===== src/rtl/core/timed_effect_sequencer_top_defines.svh =====
// ----------------------------------------------------------------------------
// Timed effect sequencer assertion macros
// Shared property shorthands for the sequencer's RTL assertions.
// ----------------------------------------------------------------------------
`ifndef TIMED_EFFECT_SEQUENCER_TOP_DEFINES_SVH
`define TIMED_EFFECT_SEQUENCER_TOP_DEFINES_SVH

// Same-cycle implication, checked on aclk outside of reset.
`define TES_ASSERT_NOW(label, ante, cons, msg) \
    label: assert property (@(posedge aclk) disable iff (!aresetn) \
        (ante) |-> (cons)) else $error(msg);

// Next-cycle implication, checked on aclk outside of reset.
`define TES_ASSERT_NEXT(label, ante, cons, msg) \
    label: assert property (@(posedge aclk) disable iff (!aresetn) \
        (ante) |=> (cons)) else $error(msg);

`endif


===== src/rtl/core/tes_pkg.sv =====
// ----------------------------------------------------------------------------
// Timed effect sequencer package
// Beat types, register indexes, command codes and arithmetic constants.
// ----------------------------------------------------------------------------
package tes_pkg;

    localparam int unsigned DEFAULT_MAX_EFFECTS = 128;

    localparam logic [1:0] KIND_TICK = 2'd0;
    localparam logic [1:0] KIND_GOTO = 2'd1;
    localparam logic [1:0] KIND_NEXT = 2'd2;
    localparam logic [1:0] KIND_PREV = 2'd3;

    localparam logic [7:0] REG_ADVANCE_PERIOD = 8'd0;
    localparam logic [7:0] REG_FADE_PERIOD    = 8'd1;
    localparam logic [7:0] REG_SHUFFLE_MODE   = 8'd2;
    localparam logic [7:0] REG_EFFECT_COUNT   = 8'd3;

    localparam logic [30:0] ADVANCE_RESET = 31'd10000;
    localparam logic [30:0] FADE_RESET    = 31'd1000;
    localparam logic [7:0]  COUNT_RESET   = 8'd1;

    localparam logic [19:0] NS_PER_MS = 20'd1000000;
    localparam logic [31:0] LFSR_SEED = 32'hACE1_ACE1;
    localparam logic [31:0] LFSR_TAPS = 32'h8020_0003;

    typedef struct packed {
        logic [1:0]  kind;
        logic [61:0] time_ns;
        logic [6:0]  target_index;
    } tes_in_t;

    typedef struct packed {
        logic [6:0] current_index;
        logic [6:0] next_index;
        logic       fading;
        logic [7:0] alpha;
        logic       rejected;
    } tes_out_t;

    typedef struct packed {
        logic [30:0] advance_period_ms;
        logic [30:0] fade_period_ms;
        logic        shuffle_mode;
        logic [7:0]  effect_count;
    } tes_cfg_t;

    typedef struct packed {
        logic        start;
        logic [63:0] dividend;
        logic [63:0] divisor;
        logic [5:0]  steps;
    } tes_div_req_t;

    typedef struct packed {
        logic        busy;
        logic [63:0] rem;
        logic [8:0]  quot;
    } tes_div_sts_t;

endpackage


===== src/rtl/core/tes_div_unit.sv =====
// ----------------------------------------------------------------------------
// Shared restoring divider
// One compare and subtract per cycle against a divisor that shifts right.
// ----------------------------------------------------------------------------
module tes_div_unit
    import tes_pkg::*;
(
    input  logic         aclk,
    input  logic         aresetn,
    input  tes_div_req_t req,
    output tes_div_sts_t sts
);

    logic        busy_reg, busy_next;
    logic [5:0]  cnt_reg, cnt_next;
    logic [63:0] rem_reg, rem_next;
    logic [63:0] div_reg, div_next;
    logic [8:0]  quot_reg, quot_next;
    logic [64:0] diff;
    logic        ge;

    always_comb begin
        diff      = {1'b0, rem_reg} - {1'b0, div_reg};
        ge        = !diff[64];
        busy_next = busy_reg;
        cnt_next  = cnt_reg;
        rem_next  = rem_reg;
        div_next  = div_reg;
        quot_next = quot_reg;
        if (req.start) begin
            busy_next = 1'b1;
            cnt_next  = req.steps;
            rem_next  = req.dividend;
            div_next  = req.divisor;
            quot_next = '0;
        end else if (busy_reg) begin
            if (ge) begin
                rem_next = diff[63:0];
            end
            quot_next = {quot_reg[7:0], ge};
            div_next  = {1'b0, div_reg[63:1]};
            cnt_next  = cnt_reg - 6'd1;
            if (cnt_reg == 6'd1) begin
                busy_next = 1'b0;
            end
        end
    end

    always_ff @(posedge aclk) begin
        if (!aresetn) begin
            busy_reg <= 1'b0;
            cnt_reg  <= '0;
        end else begin
            busy_reg <= busy_next;
            cnt_reg  <= cnt_next;
        end
        rem_reg  <= rem_next;
        div_reg  <= div_next;
        quot_reg <= quot_next;
    end

    assign sts.busy = busy_reg;
    assign sts.rem  = rem_reg;
    assign sts.quot = quot_reg;

endmodule


===== src/rtl/core/tes_core.sv =====
// ----------------------------------------------------------------------------
// Timed effect sequencer core
// Playlist state and the sequencer that drives the multiplier and divider.
// ----------------------------------------------------------------------------
`include "timed_effect_sequencer_top_defines.svh"

module tes_core
    import tes_pkg::*;
#(
    parameter int unsigned MAX_EFFECTS = DEFAULT_MAX_EFFECTS
) (
    input  logic     aclk,
    input  logic     aresetn,
    input  tes_cfg_t cfg,
    input  logic     mark_clear,
    input  logic     s_valid,
    output logic     s_ready,
    input  tes_in_t  s_item,
    output logic     res_valid,
    input  logic     res_free,
    output tes_out_t res
);

    localparam logic [7:0] COUNT_LIMIT = (MAX_EFFECTS < 128) ? 8'(MAX_EFFECTS) : 8'd128;

    localparam logic [3:0] ST_IDLE       = 4'd0;
    localparam logic [3:0] ST_MUL_ADV    = 4'd1;
    localparam logic [3:0] ST_MUL_FADE   = 4'd2;
    localparam logic [3:0] ST_ADV_CHK    = 4'd3;
    localparam logic [3:0] ST_ADV_FIX    = 4'd4;
    localparam logic [3:0] ST_PICK_WAIT  = 4'd5;
    localparam logic [3:0] ST_FADE_CHK   = 4'd6;
    localparam logic [3:0] ST_ALPHA_WAIT = 4'd7;
    localparam logic [3:0] ST_CMD        = 4'd8;
    localparam logic [3:0] ST_CMD_WAIT   = 4'd9;
    localparam logic [3:0] ST_DONE       = 4'd10;

    logic [3:0]  state_reg, state_next;
    logic [1:0]  kind_reg, kind_next;
    logic [61:0] now_reg, now_next;
    logic [6:0]  target_reg, target_next;
    logic [50:0] adv_ns_reg, adv_ns_next;
    logic [50:0] fade_ns_reg, fade_ns_next;
    logic [61:0] mark_reg, mark_next;
    logic        mark_valid_reg, mark_valid_next;
    logic [6:0]  shown_reg, shown_next;
    logic [6:0]  pending_reg, pending_next;
    logic        pending_valid_reg, pending_valid_next;
    logic [31:0] lfsr_reg, lfsr_next;
    logic [7:0]  alpha_reg, alpha_next;
    logic        rejected_reg, rejected_next;

    tes_div_req_t div_req;
    tes_div_sts_t div_sts;

    logic [7:0]  count_raw;
    logic [7:0]  n;
    logic [30:0] mul_op;
    logic [50:0] mul_prod;
    logic [61:0] mark_sel;
    logic [62:0] adv_sum;
    logic        adv_due;
    logic [62:0] fix_sum;
    logic [62:0] fade_sum;
    logic        fade_over;
    logic [61:0] elapsed;
    logic [31:0] lfsr_step;
    logic [7:0]  cmd_rem;
    logic [7:0]  cmd_target;

    tes_div_unit u_div (
        .aclk    (aclk),
        .aresetn (aresetn),
        .req     (div_req),
        .sts     (div_sts)
    );

    always_comb begin
        count_raw = (cfg.effect_count == 8'd0) ? 8'd1 : cfg.effect_count;
        n         = (count_raw > COUNT_LIMIT) ? COUNT_LIMIT : count_raw;
        mul_op    = (state_reg == ST_MUL_ADV) ? cfg.advance_period_ms : cfg.fade_period_ms;
        mul_prod  = {20'd0, mul_op} * {31'd0, NS_PER_MS};
        mark_sel  = mark_valid_reg ? mark_reg : now_reg;
        adv_sum   = {1'b0, mark_sel} + {12'd0, adv_ns_reg};
        adv_due   = (adv_ns_reg != '0) && (adv_sum <= {1'b0, now_reg});
        fix_sum   = {1'b0, mark_reg} + {12'd0, adv_ns_reg};
        fade_sum  = {1'b0, mark_reg} + {12'd0, fade_ns_reg};
        fade_over = fade_sum <= {1'b0, now_reg};
        elapsed   = now_reg - mark_reg;
        lfsr_step = {1'b0, lfsr_reg[31:1]} ^ (lfsr_reg[0] ? LFSR_TAPS : 32'd0);
        cmd_rem   = div_sts.rem[7:0];
        if (kind_reg == KIND_NEXT) begin
            cmd_target = cmd_rem;
        end else begin
            cmd_target = (cmd_rem == 8'd0) ? (n - 8'd1) : (cmd_rem - 8'd1);
        end
    end

    always_comb begin
        state_next         = state_reg;
        kind_next          = kind_reg;
        now_next           = now_reg;
        target_next        = target_reg;
        adv_ns_next        = adv_ns_reg;
        fade_ns_next       = fade_ns_reg;
        mark_next          = mark_reg;
        mark_valid_next    = mark_valid_reg;
        shown_next         = shown_reg;
        pending_next       = pending_reg;
        pending_valid_next = pending_valid_reg;
        lfsr_next          = lfsr_reg;
        alpha_next         = alpha_reg;
        rejected_next      = rejected_reg;
        div_req            = '0;

        case (state_reg)
            ST_IDLE: begin
                if (s_valid) begin
                    kind_next     = s_item.kind;
                    now_next      = s_item.time_ns;
                    target_next   = s_item.target_index;
                    alpha_next    = '0;
                    rejected_next = 1'b0;
                    state_next    = (s_item.kind == KIND_TICK) ? ST_MUL_ADV : ST_CMD;
                end
            end
            ST_MUL_ADV: begin
                adv_ns_next = mul_prod;
                state_next  = ST_MUL_FADE;
            end
            ST_MUL_FADE: begin
                fade_ns_next = mul_prod;
                state_next   = ST_ADV_CHK;
            end
            ST_ADV_CHK: begin
                mark_valid_next = 1'b1;
                if (adv_due) begin
                    if (pending_valid_reg) begin
                        shown_next = pending_reg;
                    end
                    mark_next  = adv_sum[61:0];
                    state_next = ST_ADV_FIX;
                end else begin
                    mark_next  = mark_sel;
                    state_next = ST_FADE_CHK;
                end
            end
            ST_ADV_FIX: begin
                if (fix_sum <= {1'b0, now_reg}) begin
                    mark_next = now_reg;
                end
                if (cfg.shuffle_mode) begin
                    lfsr_next        = lfsr_step;
                    div_req.start    = 1'b1;
                    div_req.dividend = {32'd0, lfsr_step};
                    div_req.divisor  = {25'd0, n, 31'd0};
                    div_req.steps    = 6'd32;
                    state_next       = ST_PICK_WAIT;
                end else if (pending_valid_reg) begin
                    div_req.start    = 1'b1;
                    div_req.dividend = {56'd0, {1'b0, pending_reg} + 8'd1};
                    div_req.divisor  = {49'd0, n, 7'd0};
                    div_req.steps    = 6'd8;
                    state_next       = ST_PICK_WAIT;
                end else begin
                    pending_next       = '0;
                    pending_valid_next = 1'b1;
                    state_next         = ST_FADE_CHK;
                end
            end
            ST_PICK_WAIT: begin
                if (!div_sts.busy) begin
                    pending_next       = div_sts.rem[6:0];
                    pending_valid_next = 1'b1;
                    state_next         = ST_FADE_CHK;
                end
            end
            ST_FADE_CHK: begin
                if (pending_valid_reg && fade_over) begin
                    shown_next         = pending_reg;
                    pending_valid_next = 1'b0;
                    state_next         = ST_DONE;
                end else if (pending_valid_reg && (cfg.fade_period_ms != '0)
                             && (now_reg >= mark_reg)) begin
                    div_req.start    = 1'b1;
                    div_req.dividend = {elapsed[55:0], 8'd0};
                    div_req.divisor  = {5'd0, fade_ns_reg, 8'd0};
                    div_req.steps    = 6'd9;
                    state_next       = ST_ALPHA_WAIT;
                end else begin
                    state_next = ST_DONE;
                end
            end
            ST_ALPHA_WAIT: begin
                if (!div_sts.busy) begin
                    alpha_next = div_sts.quot[8] ? 8'hFF : div_sts.quot[7:0];
                    state_next = ST_DONE;
                end
            end
            ST_CMD: begin
                case (kind_reg)
                    KIND_GOTO: begin
                        if ({1'b0, target_reg} < n) begin
                            if (pending_valid_reg) begin
                                shown_next = pending_reg;
                            end
                            pending_next       = target_reg;
                            pending_valid_next = 1'b1;
                            mark_valid_next    = 1'b0;
                        end else begin
                            rejected_next = 1'b1;
                        end
                        state_next = ST_DONE;
                    end
                    KIND_NEXT: begin
                        div_req.start    = 1'b1;
                        div_req.dividend = {56'd0, {1'b0, shown_reg} + 8'd1};
                        div_req.divisor  = {49'd0, n, 7'd0};
                        div_req.steps    = 6'd8;
                        state_next       = ST_CMD_WAIT;
                    end
                    default: begin
                        div_req.start    = 1'b1;
                        div_req.dividend = {57'd0, shown_reg};
                        div_req.divisor  = {49'd0, n, 7'd0};
                        div_req.steps    = 6'd8;
                        state_next       = ST_CMD_WAIT;
                    end
                endcase
            end
            ST_CMD_WAIT: begin
                if (!div_sts.busy) begin
                    if (pending_valid_reg) begin
                        shown_next = pending_reg;
                    end
                    pending_next       = cmd_target[6:0];
                    pending_valid_next = 1'b1;
                    mark_valid_next    = 1'b0;
                    state_next         = ST_DONE;
                end
            end
            ST_DONE: begin
                if (res_free) begin
                    state_next = ST_IDLE;
                end
            end
            default: begin
                state_next = ST_IDLE;
            end
        endcase

        if (mark_clear) begin
            mark_valid_next = 1'b0;
        end
    end

    always_ff @(posedge aclk) begin
        if (!aresetn) begin
            state_reg         <= ST_IDLE;
            mark_reg          <= '0;
            mark_valid_reg    <= 1'b0;
            shown_reg         <= '0;
            pending_reg       <= '0;
            pending_valid_reg <= 1'b0;
            lfsr_reg          <= LFSR_SEED;
        end else begin
            state_reg         <= state_next;
            mark_reg          <= mark_next;
            mark_valid_reg    <= mark_valid_next;
            shown_reg         <= shown_next;
            pending_reg       <= pending_next;
            pending_valid_reg <= pending_valid_next;
            lfsr_reg          <= lfsr_next;
        end
        kind_reg     <= kind_next;
        now_reg      <= now_next;
        target_reg   <= target_next;
        adv_ns_reg   <= adv_ns_next;
        fade_ns_reg  <= fade_ns_next;
        alpha_reg    <= alpha_next;
        rejected_reg <= rejected_next;
    end

    assign s_ready   = (state_reg == ST_IDLE);
    assign res_valid = (state_reg == ST_DONE);

    assign res.current_index = shown_reg;
    assign res.next_index    = pending_valid_reg ? pending_reg : 7'd0;
    assign res.fading        = pending_valid_reg;
    assign res.alpha         = alpha_reg;
    assign res.rejected      = rejected_reg;

    `TES_ASSERT_NOW(a_div_idle_outside_waits, (state_reg == ST_IDLE || state_reg == ST_DONE), !div_sts.busy, "divider busy while the sequencer is idle or done")
    `TES_ASSERT_NOW(a_pick_below_count, (state_reg == ST_PICK_WAIT && !div_sts.busy), (div_sts.rem < {56'd0, n}), "picked index not below the effect count")
    `TES_ASSERT_NOW(a_alpha_only_fading, (state_reg == ST_DONE && !pending_valid_reg), (alpha_reg == 8'd0), "nonzero alpha without a crossfade")
    `TES_ASSERT_NOW(a_reject_only_goto, (state_reg == ST_DONE && rejected_reg), (kind_reg == KIND_GOTO), "reject flagged for a beat that is not a goto")
    `TES_ASSERT_NEXT(a_done_releases, (state_reg == ST_DONE && res_free), (state_reg == ST_IDLE), "result handed over but sequencer did not return to idle")

endmodule


===== src/rtl/core/timed_effect_sequencer_top.sv =====
// ----------------------------------------------------------------------------
// Timed effect sequencer top level
// Configuration registers, sequencer core and the result output register.
// ----------------------------------------------------------------------------
// Usage: s_item beats carry a time tick (kind 0 with time_ns) or a goto, next
// or previous command. Every accepted beat yields exactly one m_result beat
// with the shown index, the index fading in, the fade flag, alpha and the
// goto reject flag. The cfg channel writes the four registers by index; it is
// ready whenever the sequencer is idle, and a write to the advance period
// clears the time mark.
// Flow: one item is worked on at a time. Its result reaches m_valid in the
// same cycle as the sequencer becomes ready for the next beat. A goto needs
// no division, and next and previous need an 8-step modulo. A tick may
// compute alpha with a 9-step division, and an advance may add an 8-step
// sequential pick or a 32-step shuffle pick. Every division runs on the
// shared one-bit-per-cycle divider.
// Reset: aresetn clears the playlist state, reloads the LFSR seed and the
// register defaults, and empties the output register.
// Stall: a finished result waits in the output register while the next beat
// is already accepted and worked on; that beat's result then waits in the
// core until the output register frees up.
module timed_effect_sequencer_top
    import tes_pkg::*;
#(
    parameter int unsigned MAX_EFFECTS = DEFAULT_MAX_EFFECTS
) (
    input  logic        aclk,
    input  logic        aresetn,
    input  logic        cfg_valid,
    output logic        cfg_ready,
    input  logic [7:0]  cfg_index,
    input  logic [31:0] cfg_data,
    input  logic        s_valid,
    output logic        s_ready,
    input  tes_in_t     s_item,
    output logic        m_valid,
    input  logic        m_ready,
    output tes_out_t    m_result
);

    tes_cfg_t cfg_reg, cfg_next;
    logic     m_valid_reg, m_valid_next;
    tes_out_t m_result_reg, m_result_next;

    logic     cfg_write;
    logic     mark_clear;
    logic     core_ready;
    logic     res_valid;
    logic     res_free;
    tes_out_t res;

    assign cfg_ready = core_ready;
    assign cfg_write = cfg_valid && cfg_ready;
    assign res_free  = !m_valid_reg || m_ready;

    always_comb begin
        cfg_next   = cfg_reg;
        mark_clear = 1'b0;
        if (cfg_write) begin
            case (cfg_index)
                REG_ADVANCE_PERIOD: begin
                    cfg_next.advance_period_ms = cfg_data[30:0];
                    mark_clear                 = 1'b1;
                end
                REG_FADE_PERIOD: begin
                    cfg_next.fade_period_ms = cfg_data[30:0];
                end
                REG_SHUFFLE_MODE: begin
                    cfg_next.shuffle_mode = cfg_data[0];
                end
                REG_EFFECT_COUNT: begin
                    cfg_next.effect_count = cfg_data[7:0];
                end
                default: begin
                    cfg_next = cfg_reg;
                end
            endcase
        end
    end

    always_comb begin
        m_valid_next  = m_valid_reg;
        m_result_next = m_result_reg;
        if (res_valid && res_free) begin
            m_valid_next  = 1'b1;
            m_result_next = res;
        end else if (m_ready) begin
            m_valid_next = 1'b0;
        end
    end

    always_ff @(posedge aclk) begin
        if (!aresetn) begin
            cfg_reg.advance_period_ms <= ADVANCE_RESET;
            cfg_reg.fade_period_ms    <= FADE_RESET;
            cfg_reg.shuffle_mode      <= 1'b1;
            cfg_reg.effect_count      <= COUNT_RESET;
            m_valid_reg               <= 1'b0;
        end else begin
            cfg_reg     <= cfg_next;
            m_valid_reg <= m_valid_next;
        end
        m_result_reg <= m_result_next;
    end

    tes_core #(
        .MAX_EFFECTS (MAX_EFFECTS)
    ) u_core (
        .aclk       (aclk),
        .aresetn    (aresetn),
        .cfg        (cfg_reg),
        .mark_clear (mark_clear),
        .s_valid    (s_valid),
        .s_ready    (core_ready),
        .s_item     (s_item),
        .res_valid  (res_valid),
        .res_free   (res_free),
        .res        (res)
    );

    assign s_ready  = core_ready;
    assign m_valid  = m_valid_reg;
    assign m_result = m_result_reg;

endmodule


===== config.mk =====
export PLATFORM = sky130hd
export DESIGN_NAME = timed_effect_sequencer_top
export DESIGN_NICKNAME = d
export VERILOG_FILES = /design/src/rtl/core/tes_pkg.sv /design/src/rtl/core/tes_div_unit.sv /design/src/rtl/core/tes_core.sv /design/src/rtl/core/timed_effect_sequencer_top.sv
export VERILOG_INCLUDE_DIRS = /design/src /design/src/rtl/core
export SDC_FILE = /design/constraint.sdc
export NUM_CORES = 2
export LEC_CHECK = 0
export ABC_AREA = 1
export BUFFER_PORTS_ARGS = -buffer_cell sky130_fd_sc_hd__buf_2
export CAP_MARGIN = 20
export CELL_PAD_IN_SITES_DETAIL_PLACEMENT = 1
export CELL_PAD_IN_SITES_GLOBAL_PLACEMENT = 1
export CORE_MARGIN = 2
export CORE_UTILIZATION = 44
export CTS_BUF_LIST = sky130_fd_sc_hd__clkbuf_4 sky130_fd_sc_hd__clkbuf_8
export DETAILED_ROUTE_END_ITERATION = 16
export GPL_ROUTABILITY_DRIVEN = 0
export PLACE_DENSITY = 0.76
export SLEW_MARGIN = 20
export SYNTH_ARGS = -nofsm -noshare
export SYNTH_HDL_FRONTEND = slang
export SYNTH_SLANG_ARGS = --single-unit

===== constraint.sdc =====
create_clock -name aclk -period 7.5 [get_ports aclk]
set_clock_uncertainty 0.15 [all_clocks]
set_input_delay 0.75 -clock aclk [delete_from_list [all_inputs] [get_ports aclk]]
set_output_delay 0.75 -clock aclk [all_outputs]
set_load 0.02 [all_outputs]

==> impl_metrics.py <==
metrics = {
    "run_status": {
        "status": "finished, final reports clean",
    },
    "worst_setup_path": {
        "end_kind": "register",
        "crit_top_cell": "nand2_1",
        "arrival_ns": 7.55,
        "crit_path_max_incr_delay_ns": 0.65,
        "critical_path_class": "reg2reg",
        "r2r_start": "u_core.mark_valid_reg",
        "reg2reg_depth": 31,
        "path_max_fanout": 36,
        "rrSetupSlack_ns": 0.43,
        "critical_path.startpoint_type": "register",
        "required_ns": 7.98,
        "worst_r2r_endpoint": "u_core.shown_reg[5]",
        "cpMaxStageDelayCell": "dfxtp_4",
    },
    "grt": {
        "antenna_found_initial": 10,
        "grt_pass1_wl_um": 299000,
        "grt_pass1_vias": 50100,
        "grt_max_degree": 83,
        "grt_remaining_overflow": 0,
        "grt_usage_pct": 33.6,
    },
    "clocking": {
        "postCtsSetupBuffers": 0,
        "cts_buffers": 96,
        "clk_latency_ns": 0.79,
        "cts.clk_slew.worst_paths_ns": 0.06,
        "h-tree-depth": 3,
        "cts.path.max_buffers": 3,
        "clock_sinks": 519,
        "cts_tree": "yes",
        "clock-root-buffer": "clkbuf_8",
    },
    "cells_and_area": {
        "largest_register_ffs": 71,
        "drive_gt1_share_pct": 6.44,
        "final_nets": 7895,
        "syn_to_final_growth_pct": 10.9,
    },
    "hold_path": {
        "hold_start": "cfg_data[13]",
        "hold_class": "in2reg",
        "hold_depth": 3,
        "hold_path_end": "cfg_reg[53]",
    },
    "placed_design": {
        "dpl.hpwl_um": 164000,
        "portBuffers": 141,
    },
    "logic_synthesis": {
        "yosys-top-cells-count": "nand2_1, inv_1, a21oi_1",
        "syn_avg_cell_area_um2": 7.37,
        "synth.area.top_cells": "edfxtp_1, ha_1, nand2_1, inv_1, dfxtp_1",
        "synth_area_um2": 50000,
        "ys_seq_elements": 519,
        "ys_types": 66,
        "syn_nets": 7640,
        "yosysWarnings": 0,
        "async_flop_share_pct": 0,
        "yosys.area.top_type": "edfxtp_1",
        "synthFlopType": "edfxtp_1",
        "yosysSeqAreaShare_pct": 27.1,
        "synth_cells": 6789,
        "yosysMostFrequentCell": "nand2_1",
        "synth_top_area_share_pct": 19.0,
        "synth-edff-count": 317,
    },
    "sta": {
        "finalSetupViolCount": 0,
        "hold_viol_final": 0,
        "period_share_pct": 94.2,
        "rsz0062_at_grt": "no",
        "min_period_ns": 7.07,
        "fmax_mhz": 141,
        "max_slew_margin_pct": 17.4,
        "setup-tns-final_ns": 0,
        "slew_violations": 0,
        "max_slew.worst_pin.slew_ns": 1.22,
    },
    "die": {
        "row_count": 123,
        "die_h_um": 341,
        "core_um2": 113000,
        "ios": 143,
        "die_area_um2": 116000,
        "die_w_um": 341,
        "start_util_pct": 44.4,
    },
    "detailed_routing": {
        "wl_per_cell_um": 23.2,
        "routed_via_density": 5.73,
        "vias": 49400,
        "drt_iter0_markers": 4065,
        "ant_nets": 0,
        "wl_um": 200000,
        "drtPass1Iterations": 5,
        "drcViolationCount": 0,
    },
    "flow_run": {
        "drv_cap": 0,
    },
}
[worst max-delay path, delay by kind of cell (launching register included)]
family | cells | cell delay [ns]
xor gates and xnor gates | 1 | 0.28
adders and majority gates | 3 | 0.92
and+or+nand+nor | 17 | 2.99
AOI/OAI and AO/OA | 4 | 1.04
DFF | 1 | 0.65
buffers and inverters | 6 | 0.81
[repair_timing]
action                                 CTS  global route
setup endpoints to repair                0            30
gates resized for setup                  0            14
endpoints found under the hold margin   71             0
hold buffers                            71             0
[layout by cell type (no fill, tap or decap), types with 35 or more instances in the layout]
| cell | instances |
|---|---|
| a211oi_1 | 36 |
| a21o_1 | 35 |
| a21oi_1 | 707 |
| a31oi_1 | 64 |
| buf_2 | 140 |
| buf_4 | 69 |
| clkbuf_8 | 103 |
| dfxtp_1 | 201 |
| dlygate4sd3_1 | 71 |
| edfxtp_1 | 317 |
| fa_1 | 135 |
| ha_1 | 600 |
| inv_1 | 1116 |
| nand2_1 | 1353 |
| nand3_1 | 227 |
| nand4_1 | 70 |
| nor2_1 | 574 |
| nor3_1 | 58 |
| nor4_1 | 54 |
| o211ai_1 | 54 |
| o21a_1 | 51 |
| o21ai_0 | 446 |
| xnor2_1 | 128 |
| xor2_1 | 185 |
[how the worst max path moves through the flow]
stage | startpoint | end | slack, ns | cells past startpoint
after floorplan | u_core.state_reg[1] | u_core.adv_ns_reg[44] | 0.13 | 25
after global placement | u_core.state_reg[3] | u_core.adv_ns_reg[44] | 0.43 | 30
after CTS | u_core.state_reg[1] | u_core.adv_ns_reg[49] | 0.06 | 28
after detailed placement | u_core.state_reg[1] | u_core.adv_ns_reg[49] | 0.15 | 28
final | u_core.mark_valid_reg | u_core.shown_reg[5] | 0.43 | 31
after global routing | u_core.state_reg[1] | u_core.adv_ns_reg[44] | 0.02 | 31
[through the flow]
step	util, %	cells	setup WS, ns	hold WS, ns	cell area [um^2]
floorplan	-	6789	0.128	0.250	50000
detailed placement	46.8	8375	0.149	0.255	52700
global placement	46.8	8375	0.428	0.250	52700
global route	49.3	8623	0.0185	0.0789	55500
finish	49.3	8625	0.432	0.0942	55500
CTS	49.3	8622	0.0588	0.0313	55500
[area by class of cell]
cell class / instances / area [um^2]
Timing Repair Buffer: 290 / 2120
Clock inverter: 44 / 404
Fill cell: 14400 / 57100
Antenna cell: 3 / 7.51
Multi-Input combinational cell: 5011 / 31700
Inverter: 1126 / 4230
Tap cell: 1500 / 1880
Clock buffer: 132 / 1640
Sequential cell: 519 / 13600
[cell families after synthesis]
logic type	after synthesis	share of synthesized area, %
AOI/OAI and AO/OA	1569	17.6
xor gates and xnor gates	313	5.48
adders and majority gates	735	20.4
buffers and inverters	1259	9.76
DFF	519	27.1
and+or+nand+nor	2394	19.6
[routing by layer]
layer  vias up  global-route usage, %  share of wire [%]
li1      23200                      -                  -
met1     24100                   44.5                 43
met2      1620                   53.1                 44
met3       473                   5.50                6.7
met4         8                   16.7                5.5
met5         -                      0              0.023
Power is left out: the tool's default activity adds up to more than one toggle a clock period on the data nets, which glitch-free logic cannot reach.
